## config.mk

```make
export PLATFORM = sky130hd
export DESIGN_NAME = ecn_ce_fraction_ewma
export DESIGN_NICKNAME = d
export VERILOG_FILES = /design/src/hdl/ecf_pkg.sv /design/src/hdl/ecn_ce_fraction_ewma.sv /design/src/hdl/ecf_div.sv /design/src/hdl/ecf_datapath.sv /design/src/hdl/ecf_ctrl.sv
export SDC_FILE = /design/constraint.sdc
export NUM_CORES = 2
export LEC_CHECK = 0
export ABC_CLOCK_PERIOD_IN_PS = 25100
export BUFFER_PORTS_ARGS = -buffer_cell sky130_fd_sc_hd__buf_2
export CORE_MARGIN = 8
export CORE_UTILIZATION = 26
export CTS_CLUSTER_SIZE = 28
export DETAILED_ROUTE_END_ITERATION = 7
export GPL_ROUTABILITY_DRIVEN = 0
export GPL_TIMING_DRIVEN = 0
export SLEW_MARGIN = 20
export SYNTH_ARGS = -nofsm -noshare
export SYNTH_HDL_FRONTEND = slang
export SYNTH_SLANG_ARGS = --single-unit
```

## constraint.sdc

```tcl
create_clock -name clk_i -period 25.1 [get_ports clk_i]
set_input_delay 6.275 -clock clk_i [delete_from_list [all_inputs] [get_ports clk_i]]
set_output_delay 6.275 -clock clk_i [all_outputs]
set_load 0.05 [all_outputs]
```

## src/hdl/ecf_pkg.sv

```systemverilog
`timescale 1ns / 1ps

package ecf_pkg;

  // Fixed widths of the register file and srtt input
  localparam int RTT_W    = 32;
  localparam int GAIN_W   = 4;
  localparam int CFG_IDX_W = 1;

  localparam logic [RTT_W-1:0]  RTT_VIRT_MIN_RESET = 32'd25000;
  localparam logic [GAIN_W-1:0] GAIN_SHIFT_RESET   = 4'd4;

  // Configuration register indexes
  localparam logic [CFG_IDX_W-1:0] CFG_RTT_VIRT_MIN = 1'b0;
  localparam logic [CFG_IDX_W-1:0] CFG_GAIN_SHIFT   = 1'b1;

  typedef enum logic [2:0] {
    STAT_IDLE      = 3'd0,
    STAT_NO_MARKS  = 3'd1,
    STAT_ADVANCED  = 3'd2,
    STAT_UPDATED   = 3'd3,
    STAT_VIOLATION = 3'd4
  } status_e;

  typedef enum logic [3:0] {
    ST_IDLE,
    ST_RTT,
    ST_EVAL,
    ST_FLOAD,
    ST_FDIV,
    ST_MUL,
    ST_NLOAD,
    ST_NDIV,
    ST_DONE
  } state_e;

  // Controller to datapath
  typedef struct packed {
    logic capture;
    logic upd_rtt;
    logic eval;
    logic div_start;
    logic div_norm;
    logic ewma;
    logic mul;
    logic norm_store;
    logic out_load;
  } cmd_t;

  // Datapath to controller
  typedef struct packed {
    logic need_ewma;
    logic div_done;
  } sts_t;

endpackage

```

## src/hdl/ecn_ce_fraction_ewma.sv

```systemverilog
`timescale 1ns / 1ps
// Each ack runs through capture, evaluation, multiply and normalisation; when the
//   CE fraction is computed, the shared restoring divider runs for it as well and
//   gives one quotient bit per cycle, as it does for the normalisation.
// A new ack is accepted only once the previous one has reached the result register.
// Reset (rst_ni low, async): registers back to 25000 us and shift 4, virtual RTT 25000,
//   counters, time and weight cleared, both channels empty.
`default_nettype none

module ecn_ce_fraction_ewma import ecf_pkg::*; #(
  parameter int COUNT_BITS = 40,
  parameter int TIME_BITS  = 48,
  parameter int FRAC_BITS  = 16
) (
  input  wire logic                  clk_i,
  input  wire logic                  rst_ni,
  // configuration write port
  input  wire logic                  cfg_we_i,
  input  wire logic [CFG_IDX_W-1:0]  cfg_idx_i,
  input  wire logic [RTT_W-1:0]      cfg_data_i,
  // ack transaction in
  input  wire logic                  in_valid_i,
  output      logic                  in_ready_o,
  input  wire logic                  l4s_valid_i,
  input  wire logic                  rtt_sample_i,
  input  wire logic [RTT_W-1:0]      srtt_us_i,
  input  wire logic [TIME_BITS-1:0]  ack_time_us_i,
  input  wire logic [COUNT_BITS-1:0] ect1_count_i,
  input  wire logic [COUNT_BITS-1:0] ce_count_i,
  // result transaction out
  output      logic                  out_valid_o,
  input  wire logic                  out_ready_i,
  output      logic [2:0]            status_o,
  output      logic [FRAC_BITS:0]    weight_o,
  output      logic [FRAC_BITS+3:0]  normalized_weight_o,
  output      logic                  report_o,
  output      logic [COUNT_BITS-1:0] new_ect1_o,
  output      logic [COUNT_BITS-1:0] new_ce_o
);

  // The controller walks each transaction through: capture, virtual RTT update,
  // interval/backward-count evaluation, optional CE fraction division and EWMA step,
  // weight*srtt multiply, normalisation division, result hand-off.
  // The result sits in its own register, so a new ack is taken while the
  // previous result still waits on out_ready_i.
  cmd_t cmd;
  sts_t sts;

  ecf_ctrl u_ctrl (
    .clk_i       (clk_i),
    .rst_ni      (rst_ni),
    .in_valid_i  (in_valid_i),
    .in_ready_o  (in_ready_o),
    .out_valid_o (out_valid_o),
    .out_ready_i (out_ready_i),
    .sts_i       (sts),
    .cmd_o       (cmd)
  );

  // Datapath holds the connection state, the shared divider and the multiplier.
  // Normalisation saturates by a single compare of the product's upper bits
  // against the virtual RTT (zero virtual RTT divides by one).
  ecf_datapath #(
    .COUNT_BITS (COUNT_BITS),
    .TIME_BITS  (TIME_BITS),
    .FRAC_BITS  (FRAC_BITS)
  ) u_dp (
    .clk_i               (clk_i),
    .rst_ni              (rst_ni),
    .cmd_i               (cmd),
    .sts_o               (sts),
    .cfg_we_i            (cfg_we_i),
    .cfg_idx_i           (cfg_idx_i),
    .cfg_data_i          (cfg_data_i),
    .l4s_valid_i         (l4s_valid_i),
    .rtt_sample_i        (rtt_sample_i),
    .srtt_us_i           (srtt_us_i),
    .ack_time_us_i       (ack_time_us_i),
    .ect1_count_i        (ect1_count_i),
    .ce_count_i          (ce_count_i),
    .status_o            (status_o),
    .weight_o            (weight_o),
    .normalized_weight_o (normalized_weight_o),
    .report_o            (report_o),
    .new_ect1_o          (new_ect1_o),
    .new_ce_o            (new_ce_o)
  );

  // One transaction in flight: no second acceptance straight after the first
  a_single_flight: assert property (@(posedge clk_i) disable iff (!rst_ni)
    in_valid_i && in_ready_o |=> !in_ready_o)
    else $error("input accepted while a transaction is in progress");

  // Reporting only goes with a weight update
  a_report_status: assert property (@(posedge clk_i) disable iff (!rst_ni)
    out_valid_o && report_o |-> status_o == STAT_UPDATED)
    else $error("report without weight update");

  // Deltas are zero unless reported
  a_delta_quiet: assert property (@(posedge clk_i) disable iff (!rst_ni)
    out_valid_o && !report_o |-> new_ce_o == '0 && new_ect1_o == '0)
    else $error("deltas present without report");

  // The EWMA never exceeds 1.0
  a_weight_range: assert property (@(posedge clk_i) disable iff (!rst_ni)
    out_valid_o |-> weight_o <= {1'b1, {FRAC_BITS{1'b0}}})
    else $error("weight above 1.0");

endmodule

`default_nettype wire

```

## src/hdl/ecf_div.sv

```systemverilog
`timescale 1ns / 1ps

// Restoring divider, one quotient bit per cycle. Expects rem_init < divisor.
module ecf_div #(
  parameter int DW = 41,
  parameter int QW = 20,
  parameter int CW = 5
) (
  input  logic          clk_i,
  input  logic          rst_ni,
  input  logic          start_i,
  input  logic [DW-1:0] rem_init_i,
  input  logic [QW-1:0] num_low_i,
  input  logic [DW-1:0] divisor_i,
  input  logic [CW-1:0] steps_i,
  output logic [QW-1:0] quot_o,
  output logic          done_o
);

  logic          busy_q, busy_d;
  logic [CW-1:0] cnt_q, cnt_d;
  logic [DW-1:0] rem_q, rem_d;
  logic [QW-1:0] num_q, num_d;
  logic [QW-1:0] quot_q, quot_d;
  logic [DW-1:0] div_q, div_d;
  logic [DW:0]   trial;
  logic          fits;

  assign trial  = {rem_q, num_q[QW-1]};
  assign fits   = trial >= {1'b0, div_q};
  assign done_o = busy_q && (cnt_q == '0);
  assign quot_o = quot_q;

  always_comb begin
    busy_d = busy_q;
    cnt_d  = cnt_q;
    rem_d  = rem_q;
    num_d  = num_q;
    quot_d = quot_q;
    div_d  = div_q;
    if (start_i) begin
      busy_d = 1'b1;
      cnt_d  = steps_i;
      rem_d  = rem_init_i;
      num_d  = num_low_i;
      quot_d = '0;
      div_d  = divisor_i;
    end else if (busy_q) begin
      if (cnt_q == '0) begin
        busy_d = 1'b0;
      end else begin
        cnt_d  = cnt_q - CW'(1);
        rem_d  = fits ? DW'(trial - {1'b0, div_q}) : trial[DW-1:0];
        num_d  = {num_q[QW-2:0], 1'b0};
        quot_d = {quot_q[QW-2:0], fits};
      end
    end
  end

  always_ff @(posedge clk_i or negedge rst_ni) begin
    if (!rst_ni) begin
      busy_q <= 1'b0;
      cnt_q  <= '0;
    end else begin
      busy_q <= busy_d;
      cnt_q  <= cnt_d;
    end
  end

  always_ff @(posedge clk_i) begin
    rem_q  <= rem_d;
    num_q  <= num_d;
    quot_q <= quot_d;
    div_q  <= div_d;
  end

endmodule

```

## src/hdl/ecf_datapath.sv

```systemverilog
`timescale 1ns / 1ps

module ecf_datapath import ecf_pkg::*; #(
  parameter int COUNT_BITS = 40,
  parameter int TIME_BITS  = 48,
  parameter int FRAC_BITS  = 16
) (
  input  logic                   clk_i,
  input  logic                   rst_ni,
  input  cmd_t                   cmd_i,
  output sts_t                   sts_o,
  input  logic                   cfg_we_i,
  input  logic [CFG_IDX_W-1:0]   cfg_idx_i,
  input  logic [RTT_W-1:0]       cfg_data_i,
  input  logic                   l4s_valid_i,
  input  logic                   rtt_sample_i,
  input  logic [RTT_W-1:0]       srtt_us_i,
  input  logic [TIME_BITS-1:0]   ack_time_us_i,
  input  logic [COUNT_BITS-1:0]  ect1_count_i,
  input  logic [COUNT_BITS-1:0]  ce_count_i,
  output logic [2:0]             status_o,
  output logic [FRAC_BITS:0]     weight_o,
  output logic [FRAC_BITS+3:0]   normalized_weight_o,
  output logic                   report_o,
  output logic [COUNT_BITS-1:0]  new_ect1_o,
  output logic [COUNT_BITS-1:0]  new_ce_o
);

  localparam int WW = FRAC_BITS + 1;
  localparam int NW = FRAC_BITS + 4;
  localparam int PW = WW + RTT_W;
  localparam int HW = PW - NW;
  localparam int SW = COUNT_BITS + 1;
  localparam int DW = (SW > RTT_W) ? SW : RTT_W;
  localparam int CW = $clog2(NW + 1);
  localparam logic [WW-1:0] ONE_Q = {1'b1, {FRAC_BITS{1'b0}}};

  // configuration
  logic [RTT_W-1:0]  rtt_min_q;
  logic [GAIN_W-1:0] gain_q;

  // captured transaction
  logic                  valid_q, sample_q;
  logic [RTT_W-1:0]      srtt_q;
  logic [TIME_BITS-1:0]  now_q;
  logic [COUNT_BITS-1:0] ect1_q, ce_q;

  // connection state
  logic [RTT_W-1:0]      rtt_virt_q;
  logic [TIME_BITS-1:0]  last_time_q;
  logic [COUNT_BITS-1:0] last_ect1_q, last_ce_q;
  logic [WW-1:0]         weight_q;

  // working registers
  status_e               status_q;
  logic                  report_q;
  logic [COUNT_BITS-1:0] n_ce_q, n_ect1_q;
  logic [PW-1:0]         prod_q;
  logic [NW-1:0]         norm_q;

  // result registers
  status_e               out_status_q;
  logic [WW-1:0]         out_weight_q;
  logic [NW-1:0]         out_norm_q;
  logic                  out_report_q;
  logic [COUNT_BITS-1:0] out_d_ect1_q, out_d_ce_q;

  // evaluation
  logic                  first_ce, due, back, no_delta, commit, need_ewma;
  logic [TIME_BITS-1:0]  elapsed;
  logic [COUNT_BITS-1:0] d_ce, d_ect1;
  status_e               eval_status;

  always_comb begin
    first_ce  = (ce_q != '0) && (last_ce_q == '0);
    elapsed   = now_q - last_time_q;
    due       = (elapsed >= TIME_BITS'(rtt_virt_q)) || first_ce;
    back      = (ce_q < last_ce_q) || (ect1_q < last_ect1_q);
    d_ce      = ce_q - last_ce_q;
    d_ect1    = ect1_q - last_ect1_q;
    no_delta  = (d_ce == '0) && (d_ect1 == '0);
    commit    = 1'b0;
    need_ewma = 1'b0;
    if (!valid_q || !due) begin
      eval_status = STAT_IDLE;
    end else if (back) begin
      eval_status = STAT_VIOLATION;
    end else if (no_delta) begin
      eval_status = STAT_NO_MARKS;
    end else if (ce_q != '0) begin
      eval_status = STAT_UPDATED;
      commit      = 1'b1;
      need_ewma   = 1'b1;
    end else begin
      eval_status = STAT_ADVANCED;
      commit      = 1'b1;
    end
  end

  // shared divider: CE fraction, then normalisation
  logic [RTT_W-1:0] rtt_div;
  logic [HW-1:0]    prod_hi;
  logic [SW-1:0]    total;
  logic [DW-1:0]    div_rem_init, div_divisor;
  logic [NW-1:0]    div_num, div_quot;
  logic [CW-1:0]    div_steps;
  logic             div_done, norm_sat;

  assign rtt_div  = (rtt_virt_q == '0) ? RTT_W'(1) : rtt_virt_q;
  assign prod_hi  = prod_q[PW-1:NW];
  assign total    = SW'(n_ce_q) + SW'(n_ect1_q);
  assign norm_sat = DW'(prod_hi) >= DW'(rtt_div);

  assign div_rem_init = cmd_i.div_norm ? DW'(prod_hi) : DW'(n_ce_q);
  assign div_divisor  = cmd_i.div_norm ? DW'(rtt_div) : DW'(total);
  assign div_num      = cmd_i.div_norm ? prod_q[NW-1:0] : '0;
  assign div_steps    = cmd_i.div_norm ? CW'(NW) : CW'(FRAC_BITS);

  ecf_div #(
    .DW (DW),
    .QW (NW),
    .CW (CW)
  ) u_div (
    .clk_i      (clk_i),
    .rst_ni     (rst_ni),
    .start_i    (cmd_i.div_start),
    .rem_init_i (div_rem_init),
    .num_low_i  (div_num),
    .divisor_i  (div_divisor),
    .steps_i    (div_steps),
    .quot_o     (div_quot),
    .done_o     (div_done)
  );

  // EWMA step, truncated toward the old weight
  logic [WW-1:0] frac, w_next;

  always_comb begin
    frac = (n_ect1_q == '0) ? ONE_Q : WW'(div_quot[FRAC_BITS-1:0]);
    if (frac >= weight_q) begin
      w_next = weight_q + ((frac - weight_q) >> gain_q);
    end else begin
      w_next = weight_q - ((weight_q - frac) >> gain_q);
    end
  end

  assign sts_o.need_ewma = need_ewma;
  assign sts_o.div_done  = div_done;

  always_ff @(posedge clk_i or negedge rst_ni) begin
    if (!rst_ni) begin
      rtt_min_q   <= RTT_VIRT_MIN_RESET;
      gain_q      <= GAIN_SHIFT_RESET;
      rtt_virt_q  <= RTT_VIRT_MIN_RESET;
      last_time_q <= '0;
      last_ect1_q <= '0;
      last_ce_q   <= '0;
      weight_q    <= '0;
    end else begin
      if (cfg_we_i) begin
        case (cfg_idx_i)
          CFG_RTT_VIRT_MIN: rtt_min_q <= cfg_data_i;
          CFG_GAIN_SHIFT:   gain_q    <= cfg_data_i[GAIN_W-1:0];
          default: ;
        endcase
      end
      if (cmd_i.upd_rtt && valid_q && sample_q) begin
        rtt_virt_q <= (srtt_q > rtt_min_q) ? srtt_q : rtt_min_q;
      end
      if (cmd_i.eval) begin
        if (commit) begin
          last_time_q <= now_q;
          last_ect1_q <= ect1_q;
          last_ce_q   <= ce_q;
        end
        if (need_ewma && first_ce) begin
          weight_q <= ONE_Q;
        end
      end
      if (cmd_i.ewma) begin
        weight_q <= w_next;
      end
    end
  end

  always_ff @(posedge clk_i) begin
    if (cmd_i.capture) begin
      valid_q  <= l4s_valid_i;
      sample_q <= rtt_sample_i;
      srtt_q   <= srtt_us_i;
      now_q    <= ack_time_us_i;
      ect1_q   <= ect1_count_i;
      ce_q     <= ce_count_i;
    end
    if (cmd_i.eval) begin
      status_q <= eval_status;
      report_q <= need_ewma && (d_ce != '0);
      n_ce_q   <= d_ce;
      n_ect1_q <= d_ect1;
    end
    if (cmd_i.mul) begin
      prod_q <= PW'(weight_q) * PW'(srtt_q);
    end
    if (cmd_i.norm_store) begin
      norm_q <= norm_sat ? {NW{1'b1}} : div_quot;
    end
    if (cmd_i.out_load) begin
      out_status_q <= status_q;
      out_weight_q <= weight_q;
      out_norm_q   <= norm_q;
      out_report_q <= report_q;
      out_d_ect1_q <= report_q ? n_ect1_q : '0;
      out_d_ce_q   <= report_q ? n_ce_q : '0;
    end
  end

  assign status_o            = out_status_q;
  assign weight_o            = out_weight_q;
  assign normalized_weight_o = out_norm_q;
  assign report_o            = out_report_q;
  assign new_ect1_o          = out_d_ect1_q;
  assign new_ce_o            = out_d_ce_q;

endmodule

```

## src/hdl/ecf_ctrl.sv

```systemverilog
`timescale 1ns / 1ps

module ecf_ctrl import ecf_pkg::*; (
  input  logic clk_i,
  input  logic rst_ni,
  input  logic in_valid_i,
  output logic in_ready_o,
  output logic out_valid_o,
  input  logic out_ready_i,
  input  sts_t sts_i,
  output cmd_t cmd_o
);

  state_e state_q, state_d;
  logic   out_valid_q, out_valid_d;

  always_ff @(posedge clk_i or negedge rst_ni) begin
    if (!rst_ni) begin
      state_q     <= ST_IDLE;
      out_valid_q <= 1'b0;
    end else begin
      state_q     <= state_d;
      out_valid_q <= out_valid_d;
    end
  end

  always_comb begin
    state_d    = state_q;
    cmd_o      = '0;
    in_ready_o = 1'b0;
    case (state_q)
      ST_IDLE: begin
        in_ready_o = 1'b1;
        if (in_valid_i) begin
          cmd_o.capture = 1'b1;
          state_d       = ST_RTT;
        end
      end
      ST_RTT: begin
        cmd_o.upd_rtt = 1'b1;
        state_d       = ST_EVAL;
      end
      ST_EVAL: begin
        cmd_o.eval = 1'b1;
        state_d    = sts_i.need_ewma ? ST_FLOAD : ST_MUL;
      end
      ST_FLOAD: begin
        cmd_o.div_start = 1'b1;
        state_d         = ST_FDIV;
      end
      ST_FDIV: begin
        if (sts_i.div_done) begin
          cmd_o.ewma = 1'b1;
          state_d    = ST_MUL;
        end
      end
      ST_MUL: begin
        cmd_o.mul = 1'b1;
        state_d   = ST_NLOAD;
      end
      ST_NLOAD: begin
        cmd_o.div_start = 1'b1;
        cmd_o.div_norm  = 1'b1;
        state_d         = ST_NDIV;
      end
      ST_NDIV: begin
        cmd_o.div_norm = 1'b1;
        if (sts_i.div_done) begin
          cmd_o.norm_store = 1'b1;
          state_d          = ST_DONE;
        end
      end
      ST_DONE: begin
        if (!out_valid_q || out_ready_i) begin
          cmd_o.out_load = 1'b1;
          state_d        = ST_IDLE;
        end
      end
      default: state_d = ST_IDLE;
    endcase
  end

  always_comb begin
    out_valid_d = out_valid_q;
    if (cmd_o.out_load) begin
      out_valid_d = 1'b1;
    end else if (out_ready_i) begin
      out_valid_d = 1'b0;
    end
  end

  assign out_valid_o = out_valid_q;

endmodule

```

# Word-level counts from Yosys, hierarchy flattened
# Index checks and enable logic that the tools add are counted.
[totals] regBits=782 inputBits=200 out_inout_bits=123 word_cells=164
[op_classes] n_addsub=10 multipliers=1 order_cmp=7 n_eq_ne=13 n_shift=2 muxes=55 bitwise_logic=2 n_reduce_logical=38
[ops] operator="41-bit 2-to-1 mux" count=4
[ops] operator="40-bit logical NOT" count=4
[ops] operator="32-bit 2-to-1 mux" count=3
[ops] operator="17-bit 2-to-1 mux" count=5
[ops] operator="40-bit less-than comparator" count=2
[ops] operator="20-bit 2-to-1 mux" count=4
[ops] operator="40-bit nonzero test" count=2
[ops] operator="40-bit subtractor" count=2
[ops] operator="17-bit subtractor" count=3
[ops] operator="17-bit by 32-bit multiplier with 49-bit output" count=1
[ops] operator="48-bit by 32-bit >= comparator with 1-bit output" count=1
[ops] operator="48-bit subtractor" count=1
[ops] operator="42-bit by 41-bit >= comparator with 1-bit output" count=1
[ops] operator="40-bit by 40-bit adder with 41-bit output" count=1
[ops] operator="41-bit subtractor" count=1
[ops] operator="40-bit 2-to-1 mux" count=1
[ops] operator="4-bit one-hot mux with 9 select lines" count=1
[ops] operator="17-bit by 4-bit >> shifter with 17-bit output" count=2
[ops] operator="29-bit by 32-bit >= comparator with 1-bit output" count=1
[ops] operator="32-bit greater-than comparator" count=1
[ops] operator="32-bit logical NOT" count=1
[ops] operator="1-bit 2-to-1 mux" count=26
[ops] operator="17-bit adder" count=1
[ops] operator="17-bit >= comparator" count=1
[ops] operator="21 further kinds" count=58

# Depth between registers and ports, before layout
[logic_depth] ltp_word=10 depth_mapped=38

# Cells and area by module
# From an unflattened synthesis, not the netlist that was laid out.
[hier_totals] cells_unflattened=6758 area_unflattened_um2=66378.7
[by_module_without_submodules] module="ecf_datapath" instances=1 cells_each=5930 area_per_inst_um2=58210.8 seq_area_each_um2=18438.9
[by_module_without_submodules] module="ecf_div" instances=1 cells_each=790 area_per_inst_um2=7812.5 seq_area_each_um2=3613.5
[by_module_without_submodules] module="ecf_ctrl" instances=1 cells_each=38 area_per_inst_um2=355.3 seq_area_each_um2=125.1

# Worst setup path after synthesis
# Ideal clock, no wire load.
[synth_path] kind="input to register" from="input out_ready_i" to="register u_dp.out_d_ce_q[0] (netlist: u_dp.new_ce_o[0]), enable pin" setup_ns=0.615 arrival_ns=11.735 t_required_ns=24.485 path_slack_ns=12.749 path_stages=2 path_buffers=0 path_cell_list="nand2b_1 > nor2b_1"
[synth_rtl] item="from (decl)" line_no="ecn_ce_fraction_ewma.sv:32" text="input wire logic out_ready_i,"
[synth_rtl] item="to (signal assigned)" line_no="ecf_datapath.sv:213" text="out_d_ce_q <= report_q ? n_ce_q : '0;"
[synth_rtl] item="to (decl)" line_no="ecf_datapath.sv:66" text="logic [COUNT_BITS-1:0] out_d_ect1_q, out_d_ce_q;"

# Final worst setup path
[layout_path] from="register u_dp.n_ect1_q[1]" to="register u_dp.weight_q[16]"
[layout_via] elab_chain_cells=7 word_cells_on_any_way=11 cone_classes="add/sub (4); order compare (1); shift (2); mux (3); reduce/logical (1)"
[layout_rtl] item="from (decl)" line_no="ecf_datapath.sv:57" text="logic [COUNT_BITS-1:0] n_ce_q, n_ect1_q;"
[layout_rtl] item="from (signal assigned)" line_no="ecf_datapath.sv:199" text="n_ect1_q <= d_ect1;"
[layout_rtl] item="40-bit logical NOT *" line_no="ecf_datapath.sv:139" text="frac = (n_ect1_q == '0) ? ONE_Q : WW'(div_quot[FRAC_BITS-1:0]);"
[layout_rtl] item="17-bit 2-to-1 mux *" line_no="ecf_datapath.sv:139"
[layout_rtl] item="17-bit subtractor (on tied branches)" line_no="ecf_datapath.sv:143, ecf_datapath.sv:141"
[layout_rtl] item="17-bit by 4-bit >> shifter with 17-bit output (on tied branches)" line_no="ecf_datapath.sv:143, ecf_datapath.sv:141"
[layout_rtl] item="17-bit subtractor / 17-bit adder (equally long branches)" line_no="ecf_datapath.sv:143, ecf_datapath.sv:141"
[layout_rtl] item="17-bit 2-to-1 mux *" line_no="ecf_datapath.sv:140" text="if (frac >= weight_q) begin"
[layout_rtl] item="17-bit 2-to-1 mux *" line_no="ecf_datapath.sv:180" text="if (cmd_i.ewma) begin"
[layout_rtl] item="to (signal assigned)" line_no="ecf_datapath.sv:181" text="weight_q <= w_next;"
[layout_rtl] item="to (decl)" line_no="ecf_datapath.sv:52" text="logic [WW-1:0] weight_q;"
# Every way passes the cells marked *; elsewhere a longest branch is shown, timed or not.
# A chain may end at the register's enable or synchronous reset.

==> results.py <==
metrics = {
    "logic_synthesis": {
        "synth_area_mm2": 0.0640,
        "ys_warn_count": 0,
        "ys_seq_area_share_pct": 34.7,
        "syn_avg_cell_area_um2": 9.93,
        "synthArstFlopShare_pct": 28.6,
        "synth_flop_cell": "edfxtp_1",
        "synth_edf_count": 538,
        "synth_seq_cells": 782,
        "syn_inst": 6442,
        "synth_nets": 7574,
        "yosys.cell_types.count": 101,
    },
    "critical_path": {
        "cp.arrival_ps": 10170,
        "worstRegToRegCells": 38,
        "start_kind": "register",
        "crit_type": "register to register",
        "worstPathRequired_ps": 25700,
        "worst_path_largest_cell_delay_ps": 610,
        "timing.rr.end": "u_dp.weight_q[16]$_DFFE_PN0P_",
        "worst_path_max_delay_cell": "or3_1",
        "worstSetupEndpointType": "register",
        "cp_common_cell": "a21oi_1",
        "path_max_fanout": 10,
        "r2r_setup_slack_ps": 15530,
        "r2r-start": "u_dp.n_ect1_q[1]$_DFFE_PP_",
    },
    "detailed_routing": {
        "routedWlPerCell_um": 21.8,
        "drc": 0,
        "totalWireLength_um": 223000,
        "ant_nets": 0,
        "viasPerCell": 4.96,
        "dr_total_vias": 50600,
        "dr.pass1.iters": 7,
        "drt_iter0_drc": 4264,
    },
    "clock_tree": {
        "cts-resized-gates": 0,
        "cts.path.max_buffers": 3,
        "clock_sinks": 782,
        "cts.reportedPaths.clkPinSlew_ps": 60,
        "cts_tree": "built",
        "htree_num_levels": 3,
        "clock_latency_ps": 790,
        "root_buffer": "clkbuf_16",
        "hold_buffers": 0,
        "post_cts_buffers": 0,
        "cts_buffers": 96,
    },
    "timing": {
        "tightest_slew_ps": 1210,
        "maxSlewHeadroom_pct": 19.3,
        "setup_ws_ps": 15530,
        "rsz0062_at_grt": "no",
        "fin_crit_ps": 9570,
        "finalHoldViolations": 0,
        "setup_viol": 0,
        "max_freq_mhz": 105,
        "fin_tns_setup_ps": 0,
        "slew_viol_final": 0,
        "holdWs_ps": 417,
        "fin_skew_ps": 103,
        "period_share_pct": 38.1,
    },
    "hold_path": {
        "hold_start": "u_dp.norm_q[1]$_SDFFCE_PP1P_",
        "hold-path-endpoint": "u_dp.normalized_weight_o[1]$_DFFE_PP_",
        "hp-class": "register to register",
        "hold_depth": 0,
    },
    "placed_design": {
        "dp_hpwl_um": 179000,
        "dp_slack_ps": 15730,
        "io_buffers": 322,
    },
    "grt": {
        "grt_pass1_vias": 51100,
        "antenna_found_initial": 19,
        "grt_overflow": 0,
        "grt_first_pass_wirelength_um": 329000,
        "grt_max_degree": 85,
        "track_usage_pct": 16.4,
    },
    "final_layout": {
        "syn_to_final_growth_pct": 15.0,
        "drive_above_1_share_pct": 11.1,
        "regArea_mm2": 0.0222,
        "fin_nets": 8024,
        "nFillCells": 25300,
        "final_util_pct": 30.0,
        "multi_input_area_mm2": 0.0374,
    },
    "run_status": {
        "status": "complete, no violations",
    },
    "power": {
        "worst_ir_drop_vdd_mv": 0.0577,
        "power_density_mw_per_mm2": 99.0,
        "leakage_nw": 31.6,
    },
    "floorplan": {
        "fp.coreArea_mm2": 0.245,
        "pin_count": 323,
        "die_w_um": 512,
        "initial_utilization_pct": 26.1,
        "die_area_mm2": 0.262,
        "die_h_um": 512,
        "row_count": 182,
    },
    "run": {
        "max-cap-violations": 0,
    },
}
==> stage by stage <==
step	power, mW	instance area, µm²	instances
2_1_floorplan	4.61	64000	6442
3_3_place_gp	5.62	69600	9984
3_5_place_dp	5.72	70100	10000
4_1_cts	7.26	73600	10200
5_1_grt	7.77	73600	10200
6_report	7.28	73600	10200
==> cell usage in the layout, fill, tap and decap left out, types with 42 or more instances in the layout <==
cell       count
a21o_1       133
a21oi_1      339
and2_1       247
and3_1        43
buf_2        347
clkbuf_1     246
clkbuf_16     97
dfrtp_1      211
edfxtp_1     538
fa_1         457
ha_1         475
inv_1        828
mux2_4       107
mux2i_1       94
nand2_1      800
nand2b_1      64
nand3_1       85
nand4_1       66
nor2_1       254
nor2b_1       55
nor3_1        77
nor4_1        57
o211ai_1      42
o21a_1        53
o21ai_0      296
o21bai_1      42
or3_1         52
xnor2_1      153
xor2_1        89
==> sequential cells by signal (all words and copies together), names as in the netlist, 41 cells and up <==
signal / flops
u_dp.u_div.rem_q: 41
u_dp.now_q: 48
u_dp.u_div.div_q: 41
u_dp.last_time_q: 48
u_dp.prod_q: 49
==> where the power goes <==
part	switching [mW]	internal (mW)
registers	0.193	1.71
logic	2.35	1.53
clock network	0.625	0.872
==> synth_stat cells, types with 15 or more instances <==
cell,instances,area [µm²]
nand4_1,66,413
a22o_1,17,149
and3_1,44,275
inv_1,828,3110
nor2b_1,56,350
nor4_1,59,369
mux2_2,37,417
o21bai_1,42,315
dfxtp_1,20,400
xor2_1,89,780
mux2_4,107,1610
nand2_1,801,3010
o21a_1,53,398
clkbuf_1,236,886
nor3_1,77,385
o22ai_1,18,113
or3_1,52,325
and2_1,248,1550
a21o_1,133,998
a21oi_1,339,1700
or2_2,19,119
mux2i_1,94,941
dfrtp_1,211,5280
or4_1,15,113
edfxtp_1,538,16200
a31oi_1,34,213
nand2b_1,64,400
nor2_1,255,957
xnor2_1,153,1340
o21ai_0,297,1490
o211ai_1,42,315
ha_1,475,5940
a211oi_1,38,285
o31ai_1,39,293
fa_1,457,9150
nand3_1,85,425
==> routing by layer <==
| layer | vias to the layer above | GRT usage (%) | wire, µm |
|---|---|---|---|
| met3 | 480 | 3.10 | 17300 |
| met4 | 8 | 8.34 | 13300 |
| met5 | - | 0 | 45 |
| met2 | 2179 | 25.6 | 97500 |
| li1 | 23000 | - | - |
| met1 | 25000 | 21.7 | 94400 |
==> final cells by class <==
cell class	count	share of cell area, %
multi-input combinational	4545	50.9
sequential	782	30.1
tap	3220	5.48
inverter	831	4.24
clock buffer	112	3.44
timing repair buffer	352	2.81
buffer	284	1.78
clock inverter	70	1.22
antenna	6	0.0204
==> worst max path at each step <==
stage	start	endpoint	slack [ps]	cells past startpoint
after floorplan	out_ready_i	u_dp.new_ce_o[0]$_SDFFCE_PN0P_	12750	2
after global placement	u_ctrl.state_q[1]$_DFFE_PN0P_	u_dp.weight_q[16]$_DFFE_PN0P_	4810	6
after detailed placement	u_dp.n_ect1_q[1]$_DFFE_PP_	u_dp.weight_q[16]$_DFFE_PN0P_	15730	38
after CTS	u_dp.n_ect1_q[1]$_DFFE_PP_	u_dp.weight_q[16]$_DFFE_PN0P_	15570	38
after global routing	u_dp.n_ect1_q[1]$_DFFE_PP_	u_dp.weight_q[16]$_DFFE_PN0P_	15040	38
final	u_dp.n_ect1_q[1]$_DFFE_PP_	u_dp.weight_q[16]$_DFFE_PN0P_	15530	38
==> worst max-delay path, delay by kind of cell (launching register included) <==
kind / cells / cell delay [ps]
AO/OA/AOI/OAI: 18 / 3610
XOR/XNOR: 1 / 210
adder cells (fa/ha/maj): 3 / 1050
buffers and inverters: 3 / 600
flip-flops: 1 / 560
multiplexers: 3 / 920
AND/OR/NAND/NOR: 10 / 2420
==> cells by family after synthesis <==
logic type      count (synthesis)  share of synthesized area [%]
compound gates               1234                           12.4
simple gates                 1894                           14.3
buf+inv                      1115                           6.92
flops                         782                           34.7
xor+xnor                      242                           3.31
fa+ha+maj                     932                           23.6
mux                           243                           4.81
No activity file was read; power rests on OpenSTA's default activity.
